$ cat src/rtl/core/dds_pkg.sv
// ----------------------------------------------------------------------------
// DTMF dial sequencer package
// Shared constants, types and the dial symbol decoder.
// ----------------------------------------------------------------------------
`default_nettype none

package dds_pkg;

  localparam int MAX_SYMBOLS = 64;
  localparam int IDX_W = (MAX_SYMBOLS > 1) ? $clog2(MAX_SYMBOLS) : 1;
  localparam int CNT_W = $clog2(MAX_SYMBOLS + 1);

  localparam int QUEUE_DEPTH = 2;
  localparam int QPTR_W = (QUEUE_DEPTH > 1) ? $clog2(QUEUE_DEPTH) : 1;
  localparam int QCNT_W = $clog2(QUEUE_DEPTH + 1);

  localparam int ON_W = 10;
  localparam int GAP_W = 9;
  localparam int CFG_DATA_W = 10;
  localparam int CFG_IDX_W = 1;
  localparam logic [CFG_IDX_W-1:0] CFG_TONE_ON = 1'd0;
  localparam logic [CFG_IDX_W-1:0] CFG_TONE_GAP = 1'd1;
  localparam logic [ON_W-1:0] TONE_ON_RESET = 10'd45;
  localparam logic [GAP_W-1:0] TONE_GAP_RESET = 9'd45;

  localparam logic FUNC_POLL = 1'b0;
  localparam logic FUNC_SYMBOL = 1'b1;

  localparam logic [7:0] SYM_0 = 8'h30;
  localparam logic [7:0] SYM_9 = 8'h39;
  localparam logic [7:0] SYM_A = 8'h41;
  localparam logic [7:0] SYM_D = 8'h44;
  localparam logic [7:0] SYM_STAR = 8'h2A;
  localparam logic [7:0] SYM_HASH = 8'h23;
  localparam logic [7:0] DIGIT_OFS = 8'd32;
  localparam logic [7:0] LETTER_OFS = 8'h27;
  localparam logic [4:0] CODE_STAR = 5'h1E;
  localparam logic [4:0] CODE_HASH = 5'h1F;
  localparam logic [4:0] CODE_OFF = 5'h00;

  typedef enum logic [1:0] {
    PH_IDLE  = 2'd0,
    PH_WRITE = 2'd1,
    PH_ON    = 2'd2,
    PH_GAP   = 2'd3
  } phase_e;

  typedef enum logic [1:0] {
    EV_TONE   = 2'd0,
    EV_REJECT = 2'd1,
    EV_ABORT  = 2'd2
  } kind_e;

  typedef struct packed {
    logic       ok;
    logic [4:0] code;
  } sym_t;

  // One classified beat as it travels from the front to the back.
  typedef struct packed {
    logic        func;
    logic        sym_ok;
    logic [4:0]  code;
    logic        last;
    logic [31:0] now_ms;
    logic        write_ok;
  } item_t;

  function automatic sym_t sym_map(input logic [7:0] ch);
    sym_t       res;
    logic [7:0] diff;
    res = '{ok: 1'b0, code: CODE_OFF};
    diff = 8'h00;
    if (ch inside {[SYM_0:SYM_9]}) begin
      diff = ch - DIGIT_OFS;
      res = '{ok: 1'b1, code: diff[4:0]};
    end else if (ch inside {[SYM_A:SYM_D]}) begin
      diff = ch - LETTER_OFS;
      res = '{ok: 1'b1, code: diff[4:0]};
    end else if (ch == SYM_STAR) begin
      res = '{ok: 1'b1, code: CODE_STAR};
    end else if (ch == SYM_HASH) begin
      res = '{ok: 1'b1, code: CODE_HASH};
    end
    return res;
  endfunction

endpackage

`default_nettype wire

$ cat src/rtl/core/dds_front.sv
// ----------------------------------------------------------------------------
// DTMF dial sequencer front end
// Accepts input beats and classifies dial symbols into tone codes.
// ----------------------------------------------------------------------------
`default_nettype none

module dds_front (
  input  wire logic          in_valid_i,
  output logic               in_ready_o,
  input  wire logic          func_i,
  input  wire logic [7:0]    symbol_i,
  input  wire logic          last_symbol_i,
  input  wire logic [31:0]   now_ms_i,
  input  wire logic          write_ok_i,
  output logic               push_o,
  output dds_pkg::item_t     item_o,
  input  wire logic          q_ready_i
);

  dds_pkg::sym_t sym;

  always_comb begin
    sym = dds_pkg::sym_map(symbol_i);
    item_o.func = func_i;
    item_o.sym_ok = sym.ok;
    item_o.code = sym.code;
    item_o.last = last_symbol_i;
    item_o.now_ms = now_ms_i;
    item_o.write_ok = write_ok_i;
  end

  assign in_ready_o = q_ready_i;
  assign push_o = in_valid_i && q_ready_i;

endmodule

`default_nettype wire

$ cat src/rtl/core/dds_queue.sv
// ----------------------------------------------------------------------------
// DTMF dial sequencer queue
// Short FIFO of classified beats between the front and the back.
// ----------------------------------------------------------------------------
`default_nettype none

module dds_queue (
  input  wire logic           clk_i,
  input  wire logic           rst_ni,
  input  wire logic           push_i,
  input  wire dds_pkg::item_t item_i,
  output logic                ready_o,
  output logic                valid_o,
  output dds_pkg::item_t      item_o,
  input  wire logic           pop_i
);

  localparam logic [dds_pkg::QCNT_W-1:0] Full = dds_pkg::QCNT_W'(dds_pkg::QUEUE_DEPTH);
  localparam logic [dds_pkg::QPTR_W-1:0] LastPtr =
    dds_pkg::QPTR_W'(dds_pkg::QUEUE_DEPTH - 1);

  dds_pkg::item_t                  entry_q [dds_pkg::QUEUE_DEPTH];
  logic [dds_pkg::QPTR_W-1:0]      wr_ptr_q, wr_ptr_d;
  logic [dds_pkg::QPTR_W-1:0]      rd_ptr_q, rd_ptr_d;
  logic [dds_pkg::QCNT_W-1:0]      count_q, count_d;
  logic                            do_push, do_pop;

  assign ready_o = (count_q != Full);
  assign valid_o = (count_q != '0);
  assign item_o = entry_q[rd_ptr_q];
  assign do_push = push_i && ready_o;
  assign do_pop = pop_i && valid_o;

  always_comb begin
    wr_ptr_d = wr_ptr_q;
    rd_ptr_d = rd_ptr_q;
    count_d = count_q;
    if (do_push) begin
      wr_ptr_d = (wr_ptr_q == LastPtr) ? '0 : wr_ptr_q + 1'b1;
    end
    if (do_pop) begin
      rd_ptr_d = (rd_ptr_q == LastPtr) ? '0 : rd_ptr_q + 1'b1;
    end
    if (do_push && !do_pop) begin
      count_d = count_q + 1'b1;
    end else if (do_pop && !do_push) begin
      count_d = count_q - 1'b1;
    end
  end

  always_ff @(posedge clk_i or negedge rst_ni) begin
    if (!rst_ni) begin
      wr_ptr_q <= '0;
      rd_ptr_q <= '0;
      count_q <= '0;
    end else begin
      wr_ptr_q <= wr_ptr_d;
      rd_ptr_q <= rd_ptr_d;
      count_q <= count_d;
    end
  end

  always_ff @(posedge clk_i) begin
    if (do_push) begin
      entry_q[wr_ptr_q] <= item_i;
    end
  end

endmodule

`default_nettype wire

$ cat src/rtl/core/dds_back.sv
// ----------------------------------------------------------------------------
// DTMF dial sequencer back end
// Loads dial strings into the code store and plays them on poll beats.
// ----------------------------------------------------------------------------
`default_nettype none

module dds_back (
  input  wire logic                              clk_i,
  input  wire logic                              rst_ni,
  input  wire logic                              cfg_we_i,
  input  wire logic [dds_pkg::CFG_IDX_W-1:0]     cfg_idx_i,
  input  wire logic [dds_pkg::CFG_DATA_W-1:0]    cfg_data_i,
  input  wire logic                              q_valid_i,
  input  wire dds_pkg::item_t                    item_i,
  output logic                                   pop_o,
  output logic                                   out_valid_o,
  input  wire logic                              out_ready_i,
  output logic [1:0]                             event_kind_o,
  output logic [4:0]                             tone_code_o,
  output logic                                   busy_res_o
);

  localparam logic [dds_pkg::CNT_W-1:0] MaxCnt = dds_pkg::CNT_W'(dds_pkg::MAX_SYMBOLS);

  logic [dds_pkg::ON_W-1:0]    tone_on_q;
  logic [dds_pkg::GAP_W-1:0]   tone_gap_q;

  dds_pkg::phase_e             phase_q, phase_d;
  logic [31:0]                 start_q, start_d;
  logic [dds_pkg::CNT_W-1:0]   load_count_q, load_count_d;
  logic [dds_pkg::CNT_W-1:0]   length_q, length_d;
  logic [dds_pkg::CNT_W-1:0]   play_idx_q, play_idx_d;
  logic                        load_bad_q, load_bad_d;

  logic [4:0]                  store [dds_pkg::MAX_SYMBOLS];
  logic [4:0]                  rd_code_q;
  logic [dds_pkg::IDX_W-1:0]   rd_addr, wr_addr;
  logic                        mem_we;

  logic                        out_valid_q;
  dds_pkg::kind_e              kind_q, res_kind;
  logic [4:0]                  code_q, res_code;
  logic                        busy_q, res_busy;
  logic                        emit;
  logic [31:0]                 elapsed;
  logic                        bad_now;

  assign pop_o = q_valid_i && (!out_valid_q || out_ready_i);
  assign elapsed = item_i.now_ms - start_q;
  assign wr_addr = load_count_q[dds_pkg::IDX_W-1:0];
  assign rd_addr = play_idx_d[dds_pkg::IDX_W-1:0];

  always_ff @(posedge clk_i or negedge rst_ni) begin
    if (!rst_ni) begin
      tone_on_q <= dds_pkg::TONE_ON_RESET;
      tone_gap_q <= dds_pkg::TONE_GAP_RESET;
    end else if (cfg_we_i) begin
      case (cfg_idx_i)
        dds_pkg::CFG_TONE_ON:  tone_on_q <= cfg_data_i[dds_pkg::ON_W-1:0];
        dds_pkg::CFG_TONE_GAP: tone_gap_q <= cfg_data_i[dds_pkg::GAP_W-1:0];
        default: ;
      endcase
    end
  end

  always_comb begin
    phase_d = phase_q;
    start_d = start_q;
    load_count_d = load_count_q;
    length_d = length_q;
    play_idx_d = play_idx_q;
    load_bad_d = load_bad_q;
    mem_we = 1'b0;
    emit = 1'b0;
    res_kind = dds_pkg::EV_TONE;
    res_code = dds_pkg::CODE_OFF;
    res_busy = 1'b0;
    bad_now = load_bad_q;
    if (pop_o) begin
      if (item_i.func == dds_pkg::FUNC_SYMBOL) begin
        // A symbol beat always stops playback, since the store is being refilled.
        phase_d = dds_pkg::PH_IDLE;
        if (!item_i.sym_ok || (load_count_q >= MaxCnt)) begin
          bad_now = 1'b1;
        end else begin
          mem_we = 1'b1;
          load_count_d = load_count_q + 1'b1;
        end
        load_bad_d = bad_now;
        if (item_i.last) begin
          if (bad_now) begin
            load_count_d = '0;
            load_bad_d = 1'b0;
            emit = 1'b1;
            res_kind = dds_pkg::EV_REJECT;
          end else begin
            length_d = load_count_d;
            play_idx_d = '0;
            load_count_d = '0;
            phase_d = dds_pkg::PH_WRITE;
          end
        end
      end else begin
        case (phase_q)
          dds_pkg::PH_WRITE: begin
            emit = 1'b1;
            res_code = rd_code_q;
            if (!item_i.write_ok) begin
              phase_d = dds_pkg::PH_IDLE;
              res_kind = dds_pkg::EV_ABORT;
            end else begin
              start_d = item_i.now_ms;
              play_idx_d = play_idx_q + 1'b1;
              phase_d = dds_pkg::PH_ON;
              res_busy = 1'b1;
            end
          end
          dds_pkg::PH_ON: begin
            if (elapsed > {22'd0, tone_on_q}) begin
              emit = 1'b1;
              if (!item_i.write_ok) begin
                phase_d = dds_pkg::PH_IDLE;
                res_kind = dds_pkg::EV_ABORT;
              end else if (play_idx_q < length_q) begin
                start_d = item_i.now_ms;
                phase_d = dds_pkg::PH_GAP;
                res_busy = 1'b1;
              end else begin
                phase_d = dds_pkg::PH_IDLE;
              end
            end
          end
          dds_pkg::PH_GAP: begin
            if (elapsed > {23'd0, tone_gap_q}) begin
              phase_d = dds_pkg::PH_WRITE;
            end
          end
          default: ;
        endcase
      end
    end
  end

  always_ff @(posedge clk_i or negedge rst_ni) begin
    if (!rst_ni) begin
      phase_q <= dds_pkg::PH_IDLE;
      start_q <= '0;
      load_count_q <= '0;
      length_q <= '0;
      play_idx_q <= '0;
      load_bad_q <= 1'b0;
      out_valid_q <= 1'b0;
    end else begin
      phase_q <= phase_d;
      start_q <= start_d;
      load_count_q <= load_count_d;
      length_q <= length_d;
      play_idx_q <= play_idx_d;
      load_bad_q <= load_bad_d;
      if (emit) begin
        out_valid_q <= 1'b1;
      end else if (out_ready_i) begin
        out_valid_q <= 1'b0;
      end
    end
  end

  always_ff @(posedge clk_i) begin
    if (emit) begin
      kind_q <= res_kind;
      code_q <= res_code;
      busy_q <= res_busy;
    end
  end

  // Code store. The read runs one beat ahead on the next play position, and a
  // write to that same entry is forwarded so a fresh string plays its own code.
  always_ff @(posedge clk_i) begin
    if (mem_we) begin
      store[wr_addr] <= item_i.code;
    end
  end

  always_ff @(posedge clk_i) begin
    if (mem_we && (wr_addr == rd_addr)) begin
      rd_code_q <= item_i.code;
    end else begin
      rd_code_q <= store[rd_addr];
    end
  end

  assign out_valid_o = out_valid_q;
  assign event_kind_o = kind_q;
  assign tone_code_o = code_q;
  assign busy_res_o = busy_q;

  a_busy_keeps_dialing: assert property (@(posedge clk_i) disable iff (!rst_ni)
    emit && res_busy |=> phase_q != dds_pkg::PH_IDLE)
    else $error("busy result but dialing stopped");

  a_index_in_string: assert property (@(posedge clk_i) disable iff (!rst_ni)
    phase_q != dds_pkg::PH_IDLE |-> play_idx_q <= length_q)
    else $error("play position beyond string length");

  a_write_has_code: assert property (@(posedge clk_i) disable iff (!rst_ni)
    phase_q == dds_pkg::PH_WRITE |-> play_idx_q < length_q)
    else $error("code write with no stored code left");

  a_load_bounded: assert property (@(posedge clk_i) disable iff (!rst_ni)
    load_count_q <= MaxCnt)
    else $error("load count beyond store depth");

endmodule

`default_nettype wire

$ cat src/rtl/core/dtmf_dial_sequencer.sv
// ----------------------------------------------------------------------------
// DTMF dial sequencer
// Validates DTMF dial strings and plays them as timed tone-code writes.
// ----------------------------------------------------------------------------
// The block takes one beat per clock cycle, symbol or poll alike, for as long
// as the result side keeps up. A beat passes through the two-entry queue
// between the classifier and the dialing engine, and the result it causes is
// held in an output register until it is taken; the dialing engine's update
// and its one-ahead read of the 64-entry code store set the rate. Configuration
// writes take effect at once and are meant for idle time.
`default_nettype none

module dtmf_dial_sequencer (
  input  wire logic                              clk_i,
  input  wire logic                              rst_ni,
  input  wire logic                              cfg_we_i,
  input  wire logic [dds_pkg::CFG_IDX_W-1:0]     cfg_idx_i,
  input  wire logic [dds_pkg::CFG_DATA_W-1:0]    cfg_data_i,
  input  wire logic                              in_valid_i,
  output logic                                   in_ready_o,
  input  wire logic                              func_i,
  input  wire logic [7:0]                        symbol_i,
  input  wire logic                              last_symbol_i,
  input  wire logic [31:0]                       now_ms_i,
  input  wire logic                              write_ok_i,
  output logic                                   out_valid_o,
  input  wire logic                              out_ready_i,
  output logic [1:0]                             event_kind_o,
  output logic [4:0]                             tone_code_o,
  output logic                                   busy_res_o
);

  dds_pkg::item_t  front_item, back_item;
  logic            push, q_ready, q_valid, pop;

  dds_front u_front (
    .in_valid_i    (in_valid_i),
    .in_ready_o    (in_ready_o),
    .func_i        (func_i),
    .symbol_i      (symbol_i),
    .last_symbol_i (last_symbol_i),
    .now_ms_i      (now_ms_i),
    .write_ok_i    (write_ok_i),
    .push_o        (push),
    .item_o        (front_item),
    .q_ready_i     (q_ready)
  );

  dds_queue u_queue (
    .clk_i   (clk_i),
    .rst_ni  (rst_ni),
    .push_i  (push),
    .item_i  (front_item),
    .ready_o (q_ready),
    .valid_o (q_valid),
    .item_o  (back_item),
    .pop_i   (pop)
  );

  dds_back u_back (
    .clk_i        (clk_i),
    .rst_ni       (rst_ni),
    .cfg_we_i     (cfg_we_i),
    .cfg_idx_i    (cfg_idx_i),
    .cfg_data_i   (cfg_data_i),
    .q_valid_i    (q_valid),
    .item_i       (back_item),
    .pop_o        (pop),
    .out_valid_o  (out_valid_o),
    .out_ready_i  (out_ready_i),
    .event_kind_o (event_kind_o),
    .tone_code_o  (tone_code_o),
    .busy_res_o   (busy_res_o)
  );

endmodule

`default_nettype wire

$ cat config.mk
export PLATFORM = sky130hd
export DESIGN_NAME = dtmf_dial_sequencer
export DESIGN_NICKNAME = d
export VERILOG_FILES = /design/src/rtl/core/dds_pkg.sv /design/src/rtl/core/dds_front.sv /design/src/rtl/core/dds_queue.sv /design/src/rtl/core/dds_back.sv /design/src/rtl/core/dtmf_dial_sequencer.sv
export SDC_FILE = /design/constraint.sdc
export NUM_CORES = 1
export LEC_CHECK = 0
export CAP_MARGIN = 20
export CORE_MARGIN = 2
export CORE_UTILIZATION = 35
export CTS_CLUSTER_DIAMETER = 200
export DETAILED_ROUTE_END_ITERATION = 12
export DONT_BUFFER_PORTS = 1
export HOLD_SLACK_MARGIN = 0.02
export PLACE_DENSITY = 0.56
export SLEW_MARGIN = 20
export SYNTH_ARGS = -nofsm -noshare
export SYNTH_HDL_FRONTEND = slang
export SYNTH_SLANG_ARGS = --single-unit
$ cat constraint.sdc
create_clock -name clk_i -period 5.6 [get_ports clk_i]
set_input_delay 0.84 -clock clk_i [delete_from_list [all_inputs] [get_ports clk_i]]
set_output_delay 0.84 -clock clk_i [all_outputs]
set_load 0.01 [all_outputs]
; ---- After elaboration in Yosys (flattened, before gate mapping)
; Memory sizes are Yosys's and may differ from the RTL's. A register that Yosys moved wholly into a read port is not among the register bits.
; Cells that the tools add are included.
[totals]
ff_bits = 88
ram_bits = 402
in_bits = 59
memories = 2
[op_classes]
add_sub_neg = 9
magnitude_cmp = 8
eq_ne = 14
n_mux = 60
bitwise_logic = 5
n_reduce_logical = 30
[mem_list]
columns = memory, words, width, rd, rd_ports_with_merged_regs, wr, line
row1 = u_back.store, 64, 5, 1, 1, 1, dds_back.sv:35  ; logic [4:0] store [dds_pkg::MAX_SYMBOLS];
row2 = u_queue.entry_q, 2, 41, 1, 0, 1, dds_queue.sv:22  ; dds_pkg::item_t entry_q [dds_pkg::QUEUE_DEPTH];
[op_table]
columns = operator, n
row1 = $mux 32, 4
row2 = $pmux 32 s2, 1
row3 = $mux 7, 7
row4 = $gt 32x10->1, 1
row5 = $gt 32x9->1, 1
row6 = $sub 32x32->32, 1
row7 = $mux 6, 5
row8 = $mux 1, 26
row9 = $mux 2, 13
row10 = $eq 8x6->1 const B, 2
row11 = $add 7x1->7 const B, 2
row12 = $reduce_bool 2->1, 6
row13 = $ge 8x6->1 const B, 1
row14 = $ge 8x7->1 const B, 1
row15 = $le 8x6->1 const B, 1
row16 = $le 8x7->1 const B, 1
row17 = $logic_and 1x1->1, 8
row18 = $ne 2x1->1 const B, 4
row19 = $reduce_and 4->1, 2
row20 = $ge 7x7->1 const B, 1
row21 = $lt 7x7->1, 1
row22 = $reduce_and 7->1, 1
row23 = $ne 2x2->1 const B, 3
row24 = $ne 3x2->1 const B, 2
row25 = other kinds (18), 31

; ---- Depth between registers and ports, before layout
; Gate-level depths: netlist of the first run.
; An unclocked memory read counts as a cell.
[logic_depth]
word_depth = 11
depth_mapped = 20
ltp_nobuf = 17

; ---- Cells and area by module
; A second synthesis of the first run with hierarchy kept.
[unflattened]
cells_unflattened = 1485
hier_area_um2 = 23017.1
[by_module_without_submodules]
columns = module, n_inst, cells_each, area_each_um2, seq_area_each_um2
row1 = dds_back, 1, 1264, 19095.8, 11881.4
row2 = dds_queue, 1, 146, 3355.7, 2562.5
row3 = dds_front, 1, 75, 565.5, 0.0

; ---- Least setup slack after synthesis of the first run
; No wires, ideal clock.
[synth_path]
kind = reg2reg
from = register u_queue.rd_ptr_q
to = register u_back.start_q[10]
setup_ps = 125
arrival_ps = 4586
slack_ps = 889
stages_incl_launch_ff = 21
path_buffers = 4
path_cell_list = dfrtp_1 -> buf_2 -> buf_1 -> clkbuf_1 -> mux2_2 -> ha_1 -> a21oi_1 -> nand2_1 -> o21ai_1 -> o21ai_0 -> xnor2_1 -> inv_1 -> ha_1 -> nand2_1 -> a21oi_1 -> a221oi_1 -> or2_2 -> and3_1 -> a21oi_2 -> buf_6 -> mux2_4
[synth_lines]
columns = element, line
row1 = start: declaration, dds_queue.sv:24  ; logic [dds_pkg::QPTR_W-1:0] rd_ptr_q, rd_ptr_d;
row2 = start signal: assignment, dds_queue.sv:58  ; rd_ptr_q <= rd_ptr_d;
row3 = end signal: assignment, dds_back.sv:155  ; start_q <= start_d;
row4 = end: declaration, dds_back.sv:29  ; logic [31:0] start_q, start_d;

==> results_dict.tcl, run 1 <==
set metrics [dict create \
    grt_pass1_wl_um 75500 \
    synth_seq_cells 496 \
    yosysWarnings 0 \
    yosys-top-cells-count "edfxtp_1 (410), nor2_1 (119), mux4_2 (105), nand2_1 (85), inv_1 (73)" \
    cts_resized 0 \
    tns_ns 0 \
    synth-simple-area-share_pct 6.54 \
    synth_most_common_cell "edfxtp_1" \
    start_util_pct 35.5 \
    comb_power_share_pct 40.3 \
    port_buffers 0 \
    syn_area_um2 22400 \
    fin_ws_ns 0.831 \
    tightest_slew_ns 1.15 \
    drive_gt1_share_pct 20.0 \
    period_share_pct 85.2 \
    ff2ff_path_depth 14 \
    synth_top_family_by_area "multiplexers" \
    setup_viol 0 \
    avgSynthCellArea_um2 15.4 \
    power_density_nw_per_um2 570 \
    p_int_uw 9140 \
    met1Wirelength_um 21700 \
    swShare_pct 36.0 \
    drc_errors 0 \
    ios 69 \
    routed_via_density 5.19 \
    pre_cts_ws_ns 0.925 \
    yosys.area.top_type "edfxtp_1" \
    synthAdderAreaFrac_pct 3.95 \
    fmax_mhz 210 \
    grt_overflow 0 \
    drtIter0Drc 940 \
    syn_to_final_growth_pct 11.9 \
    cts.sinks 496 \
    postCtsSetupBuffers 0 \
    synth.area.top_cells "edfxtp_1 (55%), mux4_2 (11%), dfrtp_1 (8.1%)" \
    clk_latency_ns 0.63 \
    period_needed_ns 4.77 \
    p_leak_uw 0.00862 \
    seq_power_share_pct 35.9 \
    die_h_um 257 \
    vias 12159 \
    cts_buffers 50 \
    cts.clk_slew.worst_paths_ns 0.07 \
    antenna_left 0 \
    finalClockSkew_ns 0.0514 \
    top_layer "met4" \
    finalWeightedCongestion 0.867 \
    num_antenna_cells 0 \
    hold_viol 0 \
    status "finished, final reports clean" \
    synthArstFlopShare_pct 16.1 \
    firstDrtPassIters 5 \
    rr_endpoint "u_back.start_q[25]" \
    synth_top_area_share_pct 55.0 \
    wl_per_cell_um 21.0 \
    synth-edff-count 410 \
    die_w_um 257 \
    routed-wl-met2_um 24200 \
    peakVddDrop_v 0.000287 \
    cp-start-kind "flop" \
    place_hpwl_um 32300 \
    end_kind "flop" \
    grt_pass1_vias 12150 \
    wl_um 49100 \
    r2r-start "u_queue.rd_ptr_q" \
    antenna_found_initial 0 \
    worstSetupPathType "reg2reg" \
    die_area_um2 65900 \
    wl_met3_um 2310 \
    cts_root_buffer "clkbuf_16" \
    clock_path_buffers 3 \
    p_clk_share_pct 23.8 \
    ctsHoldBuffers 1 \
    slew_violations 0 \
    critPathArrivalTime_ns 5.24 \
    synth_compound_area_share_pct 6.00 \
    grt_max_degree 81 \
    synth_cell_type_count 66 \
    synth_xor_area_share_pct 1.14 \
    required_ns 6.07 \
    max_cap_viol_count 0 \
    min_path_type "in2async" \
    nFillCells 5832 \
    synthMuxAreaShare_pct 15.4 \
    ff2ff_setup_slack_ns 0.83 \
    crit_fanout 32 \
    fp.coreArea_um2 63100 \
    syn_inst 1448 \
    yosysSeqAreaShare_pct 64.6 \
    p_sw_uw 5130 \
    nets 1584 \
    cts_tree "yes" \
    grt_use_total_pct 14.9 \
    rsz0062_at_grt "false" \
    synth_nets 1577 \
    slew-limit-headroom_pct 23.2 \
    htree_levels 2 \
    rows 92 \
    synth-main-ff-cell "edfxtp_1" \
]
worst max-delay path: stages (launching register included):
cell	delay, ns
dfrtp_2	0.48
buf_4	0.33
mux2_2	0.40
ha_1	0.51
nand4_1	0.29
nor3_1	0.24
nand2_1	0.12
nor3_1	0.43
o21a_1	0.20
o21a_1	0.12
o2111ai_1	0.20
nor4_4	0.59
a21oi_4	0.12
buf_12	0.21
mux2_4	0.33
worst max path at each step:
stage	cells after the start	from	to
global placement	14	u_queue.rd_ptr_q	u_back.start_q[21]
CTS	14	u_queue.rd_ptr_q	u_back.start_q[17]
detailed placement	14	u_queue.rd_ptr_q	u_back.start_q[17]
finish	14	u_queue.rd_ptr_q	u_back.start_q[25]
floorplan	20	u_queue.rd_ptr_q	u_back.start_q[10]
global route	14	u_queue.rd_ptr_q	u_back.start_q[25]
power by group through the flow:
stage          Sequential [uW]  Combinational, uW  Clock, uW
6_report                  5120               5750       3400
5_1_grt                   5170               6350       3620
4_1_cts                   5130               5800       3490
3_5_place_dp              5190               5760          0
3_3_place_gp              5190               5690          0
2_1_floorplan             4980               4350          0
layout make-up:
cell class,instances,area [um^2],area share [%]
multi-input combinational,820,7410,29.6
clock buffer,59,1310,5.21
timing repair buffer,14,150,0.600
tap,846,1060,4.23
inverter,73,274,1.09
sequential,496,14500,57.7
clock inverter,34,383,1.53
state kept, by name, indices dropped and copies added (netlist names), 2 cells and up, named ones only:
register,count
u_queue.count_q,2
u_back.tone_code_o,5
u_back.start_q,32
u_back.tone_gap_q,9
u_back.store,320
u_back.tone_on_q,10
u_back.play_idx_q,7
u_queue.entry_q,82
u_back.load_count_q,7
u_back.length_q,7
u_back.phase_q,2
u_back.event_kind_o,2
layout by cell type, fill, tap and decap left out, drive strengths merged, types with 57 or more instances in the layout:
cell type	n
nand2	85
clkbuf	59
inv	76
ha	69
edfxtp	410
a21oi	57
o21ai	62
dfrtp	72
mux2	77
mux4	105
nor2	119
kinds of logic (layout without fill, tap and decap cells):
logic type | count (synthesis) | count (layout)
flops | 496 | 496
simple gates | 316 | 316
compound gates | 212 | 212
mux | 193 | 193
buf+inv | 132 | 180
fa+ha+maj | 70 | 70
xor+xnor | 29 | 29
stage by stage:
stage / utilization, % / instance area, um^2 / power (uW) / std cells / hold slack [ns]
3_3_place_gp: 37.0 / 23300 / 10900 / 2248 / 0.470
4_1_cts: 39.7 / 25000 / 14400 / 2342 / 0.0321
3_5_place_dp: 37.0 / 23300 / 11000 / 2248 / 0.476
5_1_grt: 39.7 / 25000 / 15100 / 2342 / 0.0289
6_report: 39.7 / 25000 / 14300 / 2342 / 0.0652
2_1_floorplan: - / 22400 / 9330 / 1448 / 0.450
per-layer routing:
layer	vias up	GRT usage, %
li1	5592	-
met1	6230	20.0
met2	278	24.9
met3	59	2.67
met4	0	3.59
met5	-	0
Note: power is estimated with default switching activity, not from simulation.
==> run 2, diff against run 1 <==
==> constraint.sdc (replaced) <==
create_clock -name clk_i -period 5.6 [get_ports clk_i]
set_input_delay 1.68 -clock clk_i [delete_from_list [all_inputs] [get_ports clk_i]]
set_output_delay 1.68 -clock clk_i [all_outputs]
set_load 0.01 [all_outputs]
==> run 2 against run 1 <==
Hold slack gained 0.42 ns. First-iteration DRC count increased by 13%. Highest routed layer is now met5. Clock skew fell by 0.0010 ns. Sequential share of layout area grew 0.13 points. Sequential power hardly changed. Maximum frequency increased by 0.54%. Clock-buffer cell count is 1 higher. Largest cell class unchanged. Critical path depth did not move. Cell area down 0.22%.
==> results_dict.tcl, run 2 (synthesis results as in run 1) <==
set metrics [dict create \
    status "finished, final reports clean" \
    finalWeightedCongestion 0.850 \
    grt_max_degree 81 \
    slew-limit-headroom_pct 26.5 \
    r2r-start "u_queue.rd_ptr_q" \
    hp-start "u_back.length_q[5]" \
    wl_um 49500 \
    grt_overflow 0 \
    drc_errors 0 \
    cts_resized 0 \
    vias 12359 \
    grt-busiest-layer "met2" \
    cts_root_buffer "clkbuf_16" \
    path_cells "buf_4 > mux2_2 > ha_1 > nand4_1 > nor3_1 > nand2_1 > nor3_1 > o21a_1 > o21a_1 > o2111ai_1 > nor4_4 > a21oi_4 > buf_12 > mux2_4" \
    setup_viol 0 \
    rows 92 \
    die_w_um 257 \
    hold_viol 0 \
    fp.coreArea_um2 63100 \
    clock_path_buffers 3 \
    period_share_pct 84.7 \
    antenna_found_initial 1 \
    max_stage_delay_ns 0.57 \
    syn_to_final_growth_pct 11.6 \
    grtUsageMet3_pct 2.81 \
    rsz0062_at_grt "false" \
    required_ns 6.06 \
    ff2ff_path_depth 14 \
    use_met2_pct 24.8 \
    die_area_um2 65900 \
    firstDrtPassIters 5 \
    hold_path_depth 2 \
    cts_tree "yes" \
    tns_ns 0 \
    min_path_type "reg2reg" \
    ctsHoldBuffers 0 \
    postCtsSetupBuffers 0 \
    ff2ff_setup_slack_ns 0.86 \
    start_util_pct 35.5 \
    worstSetupPathType "reg2reg" \
    fmax_mhz 211 \
    wl_per_cell_um 21.1 \
    clk_latency_ns 0.62 \
    tightest_slew_ns 1.10 \
    cp-start-kind "flop" \
    num_antenna_cells 0 \
    largest_register "u_back.store" \
    power_density_nw_per_um2 569 \
    rr_endpoint "u_back.start_q[26]" \
    p_leak_uw 0.00861 \
    path_delay_family "simple AND/OR/NAND/NOR gates" \
    layout_commonest_cell "edfxtp_1" \
    antenna_left 0 \
    fin_area_um2 25000 \
    grt_use_total_pct 15.0 \
    nets 1584 \
    cts_buffers 50 \
    grtUsageMet1_pct 20.2 \
    max_cap_viol_count 0 \
    grt_pass1_vias 12445 \
    reg.largest.list "u_back.store (320), u_queue.entry_q (82), u_back.start_q (32)" \
    cpMaxStageDelayCell "nor4_4" \
    holdPathEnd "u_back.length_q[5]" \
    slew_violations 0 \
    placed_area_um2 23300 \
    htree_levels 2 \
    end_kind "flop" \
    drtIter0Drc 1058 \
    crit_fanout 32 \
    grt_pass1_wl_um 76200 \
    nFillCells 5817 \
    cts.sinks 496 \
    port_buffers 0 \
    routed_via_density 5.28 \
    cts.clk_slew.worst_paths_ns 0.07 \
    drive_gt1_share_pct 19.8 \
    place_hpwl_um 32700 \
    mostFrequentLayoutCells "edfxtp_1 (410), nor2_1 (118), mux4_2 (105)" \
    ios 69 \
    path_buf_inv 2 \
    die_h_um 257 \
    period_needed_ns 4.74 \
    peakVddDrop_v 0.000306 \
    largest_reg_flops 320 \
    finalClockSkew_ns 0.0504 \
    critPathArrivalTime_ns 5.20 \
]
## run 2: cell count changes in the layout (fill, tap and decap cells not counted), sizes merged
cell,delta
inv,+1
bufinv,-1
clkbuf,+1
clkinvlp,-4
clkinv,+2
## run 2: routing by layer
metal / up-vias / share of wire, %
met5: - / 0.026
met2: 346 / 49
li1: 5582 / -
met3: 62 / 5.7
met4: 2 / 2.1
met1: 6367 / 43
## run 2: worst max-delay path by stage
stage          cells past startpoint            endpoint        startpoint  slack (ns)
2_1_floorplan                     20  u_back.start_q[10]  u_queue.rd_ptr_q        0.89
3_3_place_gp                      14  u_back.start_q[24]  u_queue.rd_ptr_q        0.99
3_5_place_dp                      14  u_back.start_q[18]  u_queue.rd_ptr_q        0.91
4_1_cts                           14  u_back.start_q[26]  u_queue.rd_ptr_q        0.86
5_1_grt                           14  u_back.start_q[26]  u_queue.rd_ptr_q        0.53
6_report                          14  u_back.start_q[26]  u_queue.rd_ptr_q        0.86
## run 2: final cells by class
cell class	count	area, um^2	share of cell area [%]
sequential	496	14500	57.9
clock buffer	60	1310	5.24
tap	846	1060	4.24
timing repair buffer	14	143	0.571
inverter	73	274	1.10
clock inverter	32	330	1.32
multi-input combinational	820	7410	29.7
## run 2: power breakdown
group	internal, uW	leakage, uW	total, uW	switching, uW
clock network	1870	0.000800	3330	1460
logic	2440	0.00307	5760	3320
registers	4780	0.00475	5110	334
## run 2: tightest hold or removal path: cells and delay by family, from the launching register on
family | cells | cell delay [ns]
AO/OA/AOI/OAI | 1 | 0.06
AND/OR/NAND/NOR | 1 | 0.05
flip-flops | 1 | 0.34
## run 2: stage by stage
step	total power, uW	cells	utilization, %	setup slack [ns]	hold slack, ns
floorplan	9330	1448	-	0.889	0.450
global placement	10900	2248	37.0	0.993	0.471
detailed placement	10900	2248	37.0	0.907	0.475
CTS	14300	2340	39.6	0.865	0.489
global route	15100	2341	39.6	0.526	0.525
finish	14200	2341	39.6	0.856	0.482
==> run 3, diff against run 2 <==
--- a/config.mk
+++ b/config.mk
@@ -5,6 +5,7 @@
 export SDC_FILE = /design/constraint.sdc
 export NUM_CORES = 1
 export LEC_CHECK = 0
+export ABC_AREA = 1
 export CAP_MARGIN = 20
 export CORE_MARGIN = 2
 export CORE_UTILIZATION = 35
==> constraint.sdc (replaced) <==
create_clock -name clk_i -period 4.5 [get_ports clk_i]
set_input_delay 1.35 -clock clk_i [delete_from_list [all_inputs] [get_ports clk_i]]
set_output_delay 1.35 -clock clk_i [all_outputs]
set_load 0.01 [all_outputs]
==> run 3 against run 2 <==
Global-route usage increased by 2.0 points. Final cell count is 37% higher. Largest power group unchanged. Flip-flop and latch count unchanged. Critical endpoint is now u_back.busy_res_o. Highest routed layer is now met4.
==> results_dict.tcl, run 3 <==
set metrics [dict create \
    grtUsageMet1_pct 22.8 \
    grtUsageMet3_pct 2.85 \
    synth-main-ff-cell "edfxtp_1" \
    die_w_um 261 \
    layout_commonest_cell "nand2_1" \
    finalWeightedCongestion 0.907 \
    seq_power_share_pct 31.5 \
    crit_fanout 27 \
    synth-edff-count 410 \
    cpMostUsedCell "nand2_1" \
    synthArstFlopShare_pct 16.1 \
    htree_levels 2 \
    min_path_type "in2async" \
    synth.area.top_cells "edfxtp_1 (53%), dfrtp_1 (7.8%), nand2_1 (7.3%)" \
    reg.largest.list "u_back.store (320), u_queue.entry_q (82), u_back.start_q (32)" \
    grt_overflow 0 \
    setup_viol 0 \
    max_stage_delay_ns 0.43 \
    syn_area_um2 23200 \
    wl_per_cell_um 18.0 \
    mostFrequentLayoutCells "nand2_1 (447), edfxtp_1 (410), nor2_1 (320)" \
    fp.coreArea_um2 65600 \
    grt_pass1_wl_um 90600 \
    r2r-start "u_queue.rd_ptr_q" \
    use_met2_pct 28.4 \
    finalClockSkew_ns 0.0438 \
    rsz0062_at_grt "false" \
    period_share_pct 90.2 \
    yosysWarnings 0 \
    wl_um 57500 \
    synth_top_area_share_pct 53.1 \
    routed_via_density 5.07 \
    die_h_um 261 \
    synth_cell_type_count 57 \
    max_cap_viol_count 0 \
    port_buffers 0 \
    postCtsSetupBuffers 0 \
    start_util_pct 35.3 \
    path_cells "buf_4 > nand2_1 > nand2_1 > ha_1 > nand2_1 > nand2_1 > inv_2 > nand2_2 > nand2_1 > nand2_2 > xor2_1 > ha_1 > nand2_1 > nor2_1 > a21oi_1 > nand2_1 > o21ai_0 > nand2_1 > nand2_1 > nand3_1 > nor2_2 > nand3_1 > o21ai_2 > nand2_2" \
    dp.cells 3103 \
    yosysSeqAreaShare_pct 62.3 \
    p_clk_share_pct 23.9 \
    finalPower_uw 19900 \
    worstSetupPathType "reg2reg" \
    vias 16244 \
    p_int_uw 11500 \
    place_hpwl_um 38600 \
    nFillCells 6407 \
    firstDrtPassIters 6 \
    syn_inst 2285 \
    ctsHoldBuffers 0 \
    antenna_found_initial 0 \
    power_density_nw_per_um2 757 \
    hold_viol 0 \
    drive_gt1_share_pct 9.41 \
    cts.clk_slew.worst_paths_ns 0.07 \
    comb_power_share_pct 44.6 \
    required_ns 4.83 \
    yosys-top-cells-count "nand2_1 (453), edfxtp_1 (410), nor2_1 (322), inv_1 (239), o21ai_0 (212)" \
    grt_max_degree 161 \
    swShare_pct 42.3 \
    clk_latency_ns 0.64 \
    end_kind "flop" \
    drtIter0Drc 1467 \
    cp-startpoint "u_queue.rd_ptr_q" \
    ios 69 \
    yosys.area.top_type "edfxtp_1" \
    num_antenna_cells 0 \
    largest_reg_flops 320 \
    cts_buffers 54 \
    fmax_mhz 246 \
    slew_violations 0 \
    grt_pass1_vias 16276 \
    largest_register "u_back.store" \
    clock_path_buffers 3 \
    synth_nets 2414 \
    synth_seq_cells 496 \
    peakVddDrop_v 0.000439 \
    rows 94 \
    nets 2424 \
    critPathArrivalTime_ns 4.39 \
    cp-start-kind "flop" \
    stdcell_count 3203 \
    status "finished, final reports clean" \
    drc_errors 0 \
    cpMaxStageDelayCell "dfrtp_2" \
    avgSynthCellArea_um2 10.1 \
    p_sw_uw 8410 \
    syn_to_final_growth_pct 13.1 \
    period_needed_ns 4.06 \
    tightest_slew_ns 0.976 \
    grt_use_total_pct 17.0 \
    cts_root_buffer "clkbuf_16" \
    antenna_left 0 \
    die_area_um2 68300 \
    slew-limit-headroom_pct 34.8 \
    cts_tree "yes" \
    synth_most_common_cell "nand2_1" \
    cts.sinks 496 \
    p_leak_uw 0.0102 \
    cts_resized 0 \
    grt-busiest-layer "met2" \
    tns_ns 0 \
    final_util_pct 40.0 \
]
## run 3: changes by cell type in the layout (fill, tap and decap cells not counted), moves of 81 or more
| cell | previous run | this run |
|---|---|---|
| nand2_1 | 85 | 447 |
| nor2_1 | 118 | 320 |
| inv_1 | 73 | 238 |
| o21ai_0 | 57 | 211 |
| mux4_2 | 105 | 0 |
| nand3_1 | 19 | 100 |
## run 3: per-layer routing
metal  share of wire, %  up-vias  wire, um
met5                  0        -         0
met4                2.6        0      1500
met3                5.8       94      3320
met2                 47      495     27200
met1                 44     7807     25500
li1                   -     7848         -
## run 3: final timing paths
check                      depth (start not counted)  slack, ns                    to
setup / recovery                                  24       0.44     u_back.busy_res_o
setup reg to reg                                  24       0.44     u_back.busy_res_o
hold / removal                                     0       0.43  u_back.play_idx_q[6]
hold reg to reg                                    1       0.48    u_queue.count_q[0]
max in group asynchronous                          0       3.85   u_back.tone_on_q[3]
min in group clk_i                                 1       0.48    u_queue.count_q[0]
## run 3: metrics by stage
stage | hold WS [ns] | instance area [um^2] | worst slack (ns)
5_1_grt | 0.392 | 26200 | 0.00622
6_report | 0.427 | 26200 | 0.443
3_5_place_dp | 0.463 | 24300 | 0.151
4_1_cts | 0.385 | 26200 | 0.113
2_1_floorplan | 0.446 | 23200 | 0.600
3_3_place_gp | 0.462 | 24300 | 0.164
## run 3: worst max-delay path, delay by kind of cell, from the launching register on
| family | cells | cell delay [ns] |
|---|---|---|
| AND/OR/NAND/NOR | 16 | 1.51 |
| adder cells (fa/ha/maj) | 2 | 0.73 |
| AO/OA/AOI/OAI | 3 | 0.49 |
| flip-flops | 1 | 0.43 |
| XOR/XNOR | 1 | 0.31 |
| buffers and inverters | 2 | 0.28 |
## run 3: kinds of logic (layout without fill, tap and decap cells)
logic type      after synthesis  count (layout)  share of synthesized area [%]
xor+xnor                     19              19                          0.718
simple gates                955             955                           17.1
flops                       496             496                           62.3
buf+inv                     341             395                           5.66
compound gates              401             401                           10.3
mux                           3               3                          0.129
fa+ha+maj                    70              70                           3.81
## run 3: cell type report
class / count / area, um^2 / area share, %
inverter: 255 / 966 / 3.68
sequential: 496 / 14500 / 55.1
clock buffer: 57 / 1360 / 5.19
timing repair buffer: 40 / 325 / 1.24
clock inverter: 43 / 582 / 2.22
multi-input combinational: 1448 / 7470 / 28.5
tap: 864 / 1080 / 4.12
## run 3: power groups by stage
stage / clock (uW) / sequential [uW] / combinational [uW]
after floorplan: 0 / 6260 / 6240
after global placement: 0 / 6350 / 8700
after detailed placement: 0 / 6360 / 8790
after CTS: 4830 / 6270 / 8840
after global routing: 5010 / 6310 / 10000
final: 4750 / 6260 / 8860
